File: config.mk
export PLATFORM = sky130hd
export DESIGN_NAME = meter_escape_frame_receiver_unit
export DESIGN_NICKNAME = d
export VERILOG_FILES = /design/src/rtl/mefr_pkg.sv /design/src/rtl/mefr_front.sv /design/src/rtl/mefr_queue.sv /design/src/rtl/mefr_back.sv /design/src/rtl/meter_escape_frame_receiver_unit.sv
export SDC_FILE = /design/constraint.sdc
export NUM_CORES = 1
export LEC_CHECK = 0
export BUFFER_PORTS_ARGS = -buffer_cell sky130_fd_sc_hd__buf_2
export CORE_MARGIN = 2
export CORE_UTILIZATION = 60
export CTS_CLUSTER_SIZE = 12
export DETAILED_ROUTE_END_ITERATION = 8
export GPL_TIMING_DRIVEN = 0
export PLACE_DENSITY = 0.87
export SYNTH_ARGS = -nofsm -noshare
export SYNTH_HDL_FRONTEND = slang
export SYNTH_SLANG_ARGS = --single-unit
export TNS_END_PERCENT = 100
File: constraint.sdc
create_clock -name clk -period 5.39 [get_ports clk]
set_clock_uncertainty 0.2 [all_clocks]
set_input_delay 0.8085 -clock clk [delete_from_list [all_inputs] [get_ports clk]]
set_output_delay 0.8085 -clock clk [all_outputs]
set_load 0.01 [all_outputs]
File: src/rtl/mefr_pkg.sv
`default_nettype none
// ----------------------------------------------------------------------------
// mefr_pkg
// Shared types and constants for the escape-framed meter frame receiver.
// ----------------------------------------------------------------------------
package mefr_pkg;

	localparam int MAX_LEN = 512;
	localparam int CNT_W   = $clog2(MAX_LEN + 1);
	localparam int LEN_W   = 10;
	localparam int QDEPTH  = 4;
	localparam int QPTR_W  = $clog2(QDEPTH);

	localparam logic [7:0] ESC_BYTE  = 8'h1b;
	localparam logic [7:0] END_BYTE  = 8'h1a;
	localparam logic [7:0] VER_ONE   = 8'h01;
	localparam logic [7:0] VER_TWO   = 8'h02;
	localparam logic [1:0] RUN_LAST  = 2'd3;

	typedef enum logic [1:0] {
		PH_HUNT    = 2'd0,
		PH_VERSION = 2'd1,
		PH_PAYLOAD = 2'd2,
		PH_TRAILER = 2'd3
	} phase_t;

	// One queued command: a frame-done marker, or up to three flushed
	// escapes optionally followed by one received byte.
	typedef struct packed {
		logic             is_done;
		logic [1:0]       num_esc;
		logic             emit_byte;
		logic [7:0]       data;
		logic [LEN_W-1:0] len;
		logic [1:0]       version;
		logic             ovf;
	} cmd_t;

endpackage
`default_nettype wire

File: src/rtl/mefr_front.sv
`default_nettype none
// ----------------------------------------------------------------------------
// mefr_front
// Frame tracker: classifies each received byte and queues output commands.
// ----------------------------------------------------------------------------
module mefr_front (
	input  wire              clk,
	input  wire              arst_n,
	input  wire              byte_valid,
	input  wire [7:0]        rx_byte,
	output logic             push,
	output mefr_pkg::cmd_t   push_cmd
);
	import mefr_pkg::*;

	phase_t           phase_q, phase_d;
	logic [1:0]       begin_cnt_q, begin_cnt_d;
	logic [1:0]       version_q, version_d;
	logic [1:0]       vcnt_q, vcnt_d;
	logic [1:0]       pend_q, pend_d;
	logic [1:0]       trl_q, trl_d;
	logic [CNT_W-1:0] count_q, count_d;
	logic             ovf_q, ovf_d;

	logic [CNT_W-1:0] remaining;
	logic [2:0]       need;
	logic [2:0]       kept;
	logic             is_esc;

	assign is_esc    = (rx_byte == ESC_BYTE);
	assign remaining = CNT_W'(MAX_LEN) - count_q;
	assign need      = {1'b0, pend_q} + 3'd1;
	assign kept      = (remaining >= CNT_W'(need)) ? need : remaining[2:0];

	// Next state
	always_comb begin
		phase_d     = phase_q;
		begin_cnt_d = begin_cnt_q;
		version_d   = version_q;
		vcnt_d      = vcnt_q;
		pend_d      = pend_q;
		trl_d       = trl_q;
		count_d     = count_q;
		ovf_d       = ovf_q;
		if (byte_valid) begin
			unique case (phase_q)
				PH_HUNT: begin
					if (!is_esc) begin
						begin_cnt_d = 2'd0;
					end else if (begin_cnt_q == RUN_LAST) begin
						begin_cnt_d = 2'd0;
						phase_d     = PH_VERSION;
						vcnt_d      = 2'd0;
					end else begin
						begin_cnt_d = begin_cnt_q + 2'd1;
					end
				end
				PH_VERSION: begin
					if (vcnt_q == 2'd0) begin
						if (rx_byte == VER_ONE || rx_byte == VER_TWO) begin
							version_d = rx_byte[1:0];
							vcnt_d    = 2'd1;
						end else begin
							phase_d     = PH_HUNT;
							begin_cnt_d = 2'd0;
						end
					end else if (rx_byte == {6'd0, version_q}) begin
						if (vcnt_q == RUN_LAST) begin
							phase_d = PH_PAYLOAD;
							pend_d  = 2'd0;
							count_d = '0;
							ovf_d   = 1'b0;
						end else begin
							vcnt_d = vcnt_q + 2'd1;
						end
					end else begin
						phase_d     = PH_HUNT;
						begin_cnt_d = 2'd0;
					end
				end
				PH_PAYLOAD: begin
					if (is_esc) begin
						if (pend_q == RUN_LAST) begin
							phase_d = PH_TRAILER;
							trl_d   = 2'd0;
							pend_d  = 2'd0;
						end else begin
							pend_d = pend_q + 2'd1;
						end
					end else begin
						// Whatever does not fit below the limit is dropped.
						count_d = count_q + CNT_W'(kept);
						ovf_d   = ovf_q | (kept != need);
						pend_d  = 2'd0;
					end
				end
				PH_TRAILER: begin
					if (trl_q == 2'd0) begin
						if (rx_byte == END_BYTE) begin
							trl_d = 2'd1;
						end else begin
							phase_d     = PH_HUNT;
							begin_cnt_d = 2'd0;
						end
					end else if (trl_q != RUN_LAST) begin
						trl_d = trl_q + 2'd1;
					end else begin
						trl_d       = 2'd0;
						phase_d     = PH_HUNT;
						begin_cnt_d = 2'd0;
					end
				end
				default: begin
					phase_d = PH_HUNT;
				end
			endcase
		end
	end

	// Command output
	always_comb begin
		push               = 1'b0;
		push_cmd.is_done   = 1'b0;
		push_cmd.num_esc   = (kept > {1'b0, pend_q}) ? pend_q : kept[1:0];
		push_cmd.emit_byte = (kept == need);
		push_cmd.data      = rx_byte;
		push_cmd.len       = LEN_W'(count_q);
		push_cmd.version   = version_q;
		push_cmd.ovf       = ovf_q;
		if (byte_valid && phase_q == PH_PAYLOAD) begin
			if (is_esc) begin
				push             = (pend_q == RUN_LAST);
				push_cmd.is_done = 1'b1;
			end else begin
				push = (kept != 3'd0);
			end
		end
	end

	always_ff @(posedge clk or negedge arst_n) begin
		if (!arst_n) begin
			phase_q     <= PH_HUNT;
			begin_cnt_q <= 2'd0;
			version_q   <= 2'd0;
			vcnt_q      <= 2'd0;
			pend_q      <= 2'd0;
			trl_q       <= 2'd0;
			count_q     <= '0;
			ovf_q       <= 1'b0;
		end else begin
			phase_q     <= phase_d;
			begin_cnt_q <= begin_cnt_d;
			version_q   <= version_d;
			vcnt_q      <= vcnt_d;
			pend_q      <= pend_d;
			trl_q       <= trl_d;
			count_q     <= count_d;
			ovf_q       <= ovf_d;
		end
	end

endmodule
`default_nettype wire

File: src/rtl/mefr_queue.sv
`default_nettype none
// ----------------------------------------------------------------------------
// mefr_queue
// Short command queue between the frame tracker and the beat generator.
// ----------------------------------------------------------------------------
module mefr_queue (
	input  wire              clk,
	input  wire              arst_n,
	input  wire              push,
	input  mefr_pkg::cmd_t   push_cmd,
	input  wire              pop,
	output mefr_pkg::cmd_t   head,
	output logic             empty,
	output logic             full
);
	import mefr_pkg::*;

	cmd_t              mem [QDEPTH];
	logic [QPTR_W-1:0] wr_ptr_q;
	logic [QPTR_W-1:0] rd_ptr_q;
	logic [QPTR_W:0]   fill_q;

	assign empty = (fill_q == '0);
	assign full  = (fill_q == (QPTR_W + 1)'(QDEPTH));
	assign head  = mem[rd_ptr_q];

	always_ff @(posedge clk) begin
		if (push) begin
			mem[wr_ptr_q] <= push_cmd;
		end
	end

	always_ff @(posedge clk or negedge arst_n) begin
		if (!arst_n) begin
			wr_ptr_q <= '0;
			rd_ptr_q <= '0;
			fill_q   <= '0;
		end else begin
			if (push) begin
				wr_ptr_q <= wr_ptr_q + 1'b1;
			end
			if (pop) begin
				rd_ptr_q <= rd_ptr_q + 1'b1;
			end
			if (push && !pop) begin
				fill_q <= fill_q + 1'b1;
			end else if (pop && !push) begin
				fill_q <= fill_q - 1'b1;
			end
		end
	end

endmodule
`default_nettype wire

File: src/rtl/mefr_back.sv
`default_nettype none
// ----------------------------------------------------------------------------
// mefr_back
// Beat generator: expands queued commands into registered output beats.
// ----------------------------------------------------------------------------
module mefr_back (
	input  wire              clk,
	input  wire              arst_n,
	input  mefr_pkg::cmd_t   head,
	input  wire              empty,
	output logic             pop,
	output logic             out_valid,
	input  wire              out_ready,
	output logic             out_kind,
	output logic             out_last,
	output logic [7:0]       out_byte,
	output logic [9:0]       out_len,
	output logic [1:0]       out_version,
	output logic             out_ovf
);
	import mefr_pkg::*;

	logic [1:0]       esc_idx_q;
	logic             valid_q;
	logic             kind_q, last_q, ovf_q;
	logic [7:0]       byte_q;
	logic [LEN_W-1:0] len_q;
	logic [1:0]       version_q;

	logic             load;
	logic             beat_kind, beat_last, beat_ovf;
	logic [7:0]       beat_byte;
	logic [LEN_W-1:0] beat_len;
	logic             in_esc;

	assign load   = !valid_q || out_ready;
	assign in_esc = (esc_idx_q < head.num_esc);
	assign pop    = load && !empty && beat_last;

	always_comb begin
		beat_kind = 1'b0;
		beat_byte = head.data;
		beat_len  = '0;
		beat_ovf  = 1'b0;
		beat_last = 1'b1;
		if (head.is_done) begin
			beat_kind = 1'b1;
			beat_byte = 8'd0;
			beat_len  = head.len;
			beat_ovf  = head.ovf;
		end else if (in_esc) begin
			beat_byte = ESC_BYTE;
			beat_last = !head.emit_byte && ((esc_idx_q + 2'd1) == head.num_esc);
		end
	end

	always_ff @(posedge clk or negedge arst_n) begin
		if (!arst_n) begin
			valid_q   <= 1'b0;
			esc_idx_q <= 2'd0;
		end else if (load) begin
			valid_q <= !empty;
			if (!empty) begin
				esc_idx_q <= beat_last ? 2'd0 : esc_idx_q + 2'd1;
			end
		end
	end

	always_ff @(posedge clk) begin
		if (load && !empty) begin
			kind_q    <= beat_kind;
			last_q    <= beat_last;
			byte_q    <= beat_byte;
			len_q     <= beat_len;
			version_q <= head.version;
			ovf_q     <= beat_ovf;
		end
	end

	assign out_valid   = valid_q;
	assign out_kind    = kind_q;
	assign out_last    = last_q;
	assign out_byte    = byte_q;
	assign out_len     = len_q;
	assign out_version = version_q;
	assign out_ovf     = ovf_q;

endmodule
`default_nettype wire

File: src/rtl/meter_escape_frame_receiver_unit.sv
`default_nettype none
// ----------------------------------------------------------------------------
// meter_escape_frame_receiver_unit
// Recovers escape-framed meter frames from a stream of received bytes.
// ----------------------------------------------------------------------------
// Path: the command for a result beat enters the queue at the edge that accepts
// the byte causing it; the beat generator then loads it into the output register.
// Throughput: one byte per cycle unless the 4-entry command queue is full; a
// byte that flushes held escapes causes up to four beats, one per ready cycle.
// Reset: arst_n clears the frame tracker, the queue and the output register;
// the block hunts for a frame start afterwards.
// ----------------------------------------------------------------------------
module meter_escape_frame_receiver_unit (
	input  wire         clk,
	input  wire         arst_n,
	input  wire         s_tvalid,
	output logic        s_tready,
	input  wire  [7:0]  s_tdata,   // [7:0] rx_byte
	output logic        m_tvalid,
	input  wire         m_tready,
	output logic [23:0] m_tdata,   // [7:0] payload_byte, [17:8] frame_length,
	                               // [19:18] frame_version, [20] overflowed
	output logic        m_tuser,   // [0] kind
	output logic        m_tlast    // last_of_run
);
	import mefr_pkg::*;

	cmd_t       push_cmd, head;
	logic       push, pop, empty, full;
	logic [7:0] out_byte;
	logic [9:0] out_len;
	logic [1:0] out_version;
	logic       out_ovf;

	assign s_tready = !full;

	mefr_front u_front (
		.clk        (clk),
		.arst_n     (arst_n),
		.byte_valid (s_tvalid && s_tready),
		.rx_byte    (s_tdata),
		.push       (push),
		.push_cmd   (push_cmd)
	);

	mefr_queue u_queue (
		.clk      (clk),
		.arst_n   (arst_n),
		.push     (push),
		.push_cmd (push_cmd),
		.pop      (pop),
		.head     (head),
		.empty    (empty),
		.full     (full)
	);

	mefr_back u_back (
		.clk         (clk),
		.arst_n      (arst_n),
		.head        (head),
		.empty       (empty),
		.pop         (pop),
		.out_valid   (m_tvalid),
		.out_ready   (m_tready),
		.out_kind    (m_tuser),
		.out_last    (m_tlast),
		.out_byte    (out_byte),
		.out_len     (out_len),
		.out_version (out_version),
		.out_ovf     (out_ovf)
	);

	assign m_tdata = {3'd0, out_ovf, out_version, out_len, out_byte};

endmodule
`default_nettype wire

==> flow_summary.toml <==
[die]
core_um2 = 11500
die_h_um = 113
dieArea_um2 = 12800
ios = 40
fp.dieW_um = 113
rows = 39
start_util = 0.621

[global_route]
grt_max_degree = 34
track_usage = 0.239
grt_overflow = 0
grt_pass1_vias = 4539
grt_pass1_wl_um = 23100
antenna_found_initial = 0

[status]
violations = "DRC"
status = "finished, violations left"

[setup_path]
path_class = "register to register"
worst-r2r-setup-slack_ns = 0.60
required_ns = 5.22
cp_slowest_stage_delay_ns = 1.08
crit_path_frequent_cell = "ha_1"
path_delay_family = "simple AND/OR/NAND/NOR gates"
critPathMaxFanout = 25
worst_setup_path_end_kind = "register"
startpoint_type = "register"
worstPathCellList = "inv_1 -> ha_1 -> xnor2_1 -> ha_1 -> o21ai_0 -> o311ai_0 -> nand4_1 -> nand3_2 -> mux2_4 -> a31oi_4 -> and2_1"
arrival_ns = 4.62
cp_num_buf_inv = 1
cp_slowest_cell = "and2_1"

[finish]
syn2layout_area_growth_pct = 13.4
multiInputGateArea_um2 = 2420
drive_gt1_frac = 0.215
fill_cells = 696
regArea_um2 = 4520
nets = 589
n_antenna_cell = 0

[timing]
period_share = 0.889
fin_setup_tns_ns = 0
finalSetupViolCount = 0
max_freq_mhz = 209
setup_slack_ns = 0.596
slew_viol_final = 0
slew_headroom = 0.105
period_minus_slack_ns = 4.79
worstMarginPinSlew_ns = 1.34
rsz0062_at_grt = "no"
final_hold_viol_count = 0

[routing]
drt_iter0_markers = 412
drt_wl_total_um = 14400
wl_per_cell_um = 20.4
vias = 4412
drtAntennaViolNets = 0
firstDrtPassIters = 7
viasPerCell = 6.24
drc = 8

[yosys]
synth_edf_count = 123
async_reset_ff_frac = 0.212
ys_types = 67
synthCells = 493
ys_warn_count = 0
synth_area_um2 = 7150
ys_ff_latch = 156
synth_ff_type = "edfxtp_1"
ys_seq_area_frac = 0.632
syn_area_per_cell_um2 = 14.5

[clock_network]
cts_sinks = 156
clockBufferDepth = 2
cts_tree = "built"
post_cts_resized = 0
post_cts_buffers = 0
cts_hold_buf = 0
htree_levels = 4
clock_latency_ns = 0.43
clk_pin_slew_ns = 0.06
ctsRootBufferMaster = "clkbuf_16"
cts_buffers = 17

[power_and_ir_drop]
leakage_nw = 2.99
power_density_nw_per_um2 = 535
ir_drop_mv = 0.252

[place]
dpl.hpwl_um = 9180
dpl_worst_slack_ns = 0.724
portBuffers = 36
gp_congestion = 0.909

[worst_hold_path]
worstHoldPathType = "primary input to async pin"

[job]
drv_cap = 0
-- layout make-up --
type,instances,area share
Timing Repair Buffer,37,0.0241
Tap cell,143,0.0221
Buffer,19,0.0117
Multi-Input combinational cell,288,0.299
Sequential cell,156,0.557
Clock inverter,14,0.0177
Clock buffer,18,0.0529
Inverter,32,0.0148
-- power breakdown --
| group | total, mW | leakage [nW] | switching (mW) | internal [mW] |
|---|---|---|---|---|
| combinational | 1.51 | 1.15 | 0.884 | 0.630 |
| sequential | 1.66 | 1.57 | 0.109 | 1.55 |
| clock | 1.16 | 0.274 | 0.477 | 0.681 |
-- through the flow --
stage | instances | hold slack (ns) | area [µm²] | total power [mW] | utilization
6_report | 707 | 0.255 | 8110 | 4.33 | 0.704
5_1_grt | 707 | 0.328 | 8110 | 4.55 | 0.704
4_1_cts | 707 | 0.287 | 8110 | 4.33 | 0.704
3_5_place_dp | 675 | 0.319 | 7530 | 3.16 | 0.654
3_3_place_gp | 674 | 0.294 | 7510 | 3.06 | 0.653
2_1_floorplan | 495 | 0.268 | 7160 | 2.74 | -
-- routing by layer --
layer	track usage	vias up	routed length (µm)
li1	-	1977	-
met1	0.288	2219	5520
met2	0.416	184	7640
met3	0.0520	32	943
met4	0.107	0	299
met5	0	-	0
-- synthesized netlist by cell type (all sizes together) (7+ instances only) --
| library cell | instances | share of area |
|---|---|---|
| or3 | 8 | 0.0077 |
| nor3 | 13 | 0.0098 |
| nand3 | 7 | 0.0056 |
| mux2 | 9 | 0.015 |
| nand2 | 31 | 0.016 |
| dfrtp | 33 | 0.12 |
| edfxtp | 123 | 0.52 |
| xor2 | 7 | 0.0086 |
| nor2b | 12 | 0.011 |
| clkbuf | 11 | 0.0058 |
| buf | 8 | 0.0075 |
| xnor2 | 9 | 0.011 |
| ha | 25 | 0.044 |
| nor2 | 27 | 0.014 |
| inv | 32 | 0.017 |
| a21oi | 9 | 0.0063 |
| o21ai | 20 | 0.014 |
| mux4 | 24 | 0.076 |
-- layout by cell type (no fill, tap or decap), types with 16 or more instances in the layout --
cell	n
edfxtp_1	123
mux4_2	24
buf_2	37
ha_1	25
clkbuf_16	17
o21ai_0	16
dfrtp_1	33
nor2_1	27
nand2_1	31
inv_1	32
-- worst paths after layout --
kind,startpoint,end,cells past startpoint
setup / recovery,u_front.count_q[0],u_queue.mem[0][23],11
hold / removal,arst_n,u_front.count_q[3],1
setup reg to reg,u_front.count_q[0],u_queue.mem[0][23],11
hold reg to reg,u_queue.fill_q[2],u_queue.fill_q[2],1
max in group asynchronous,arst_n,u_queue.wr_ptr_q[1],1
min in group clk,u_queue.fill_q[2],u_queue.fill_q[2],1
-- cell families after synthesis --
| logic type | count (synthesis) | synth area share |
|---|---|---|
| mux | 39 | 0.0998 |
| flops | 156 | 0.632 |
| simple gates | 134 | 0.0989 |
| other cells | 1 | 0.000525 |
| buf+inv | 51 | 0.0301 |
| fa+ha+maj | 26 | 0.0466 |
| compound gates | 70 | 0.0723 |
| xor+xnor | 16 | 0.0196 |
-- sequential cells by signal, summed over array words and instances (netlist names), 2 cells and up, named ones only --
signal	count
u_back.esc_idx_q	2
u_front.vcnt_q	2
u_front.begin_cnt_q	2
u_front.pend_q	2
u_queue.fill_q	3
u_queue.wr_ptr_q	2
u_back.out_byte	8
u_back.out_len	10
u_queue.mem	100
u_back.out_version	2
u_front.version_q	2
u_front.count_q	10
u_front.trl_q	2
u_queue.rd_ptr_q	2
No activity file was read; power rests on OpenSTA's default activity.
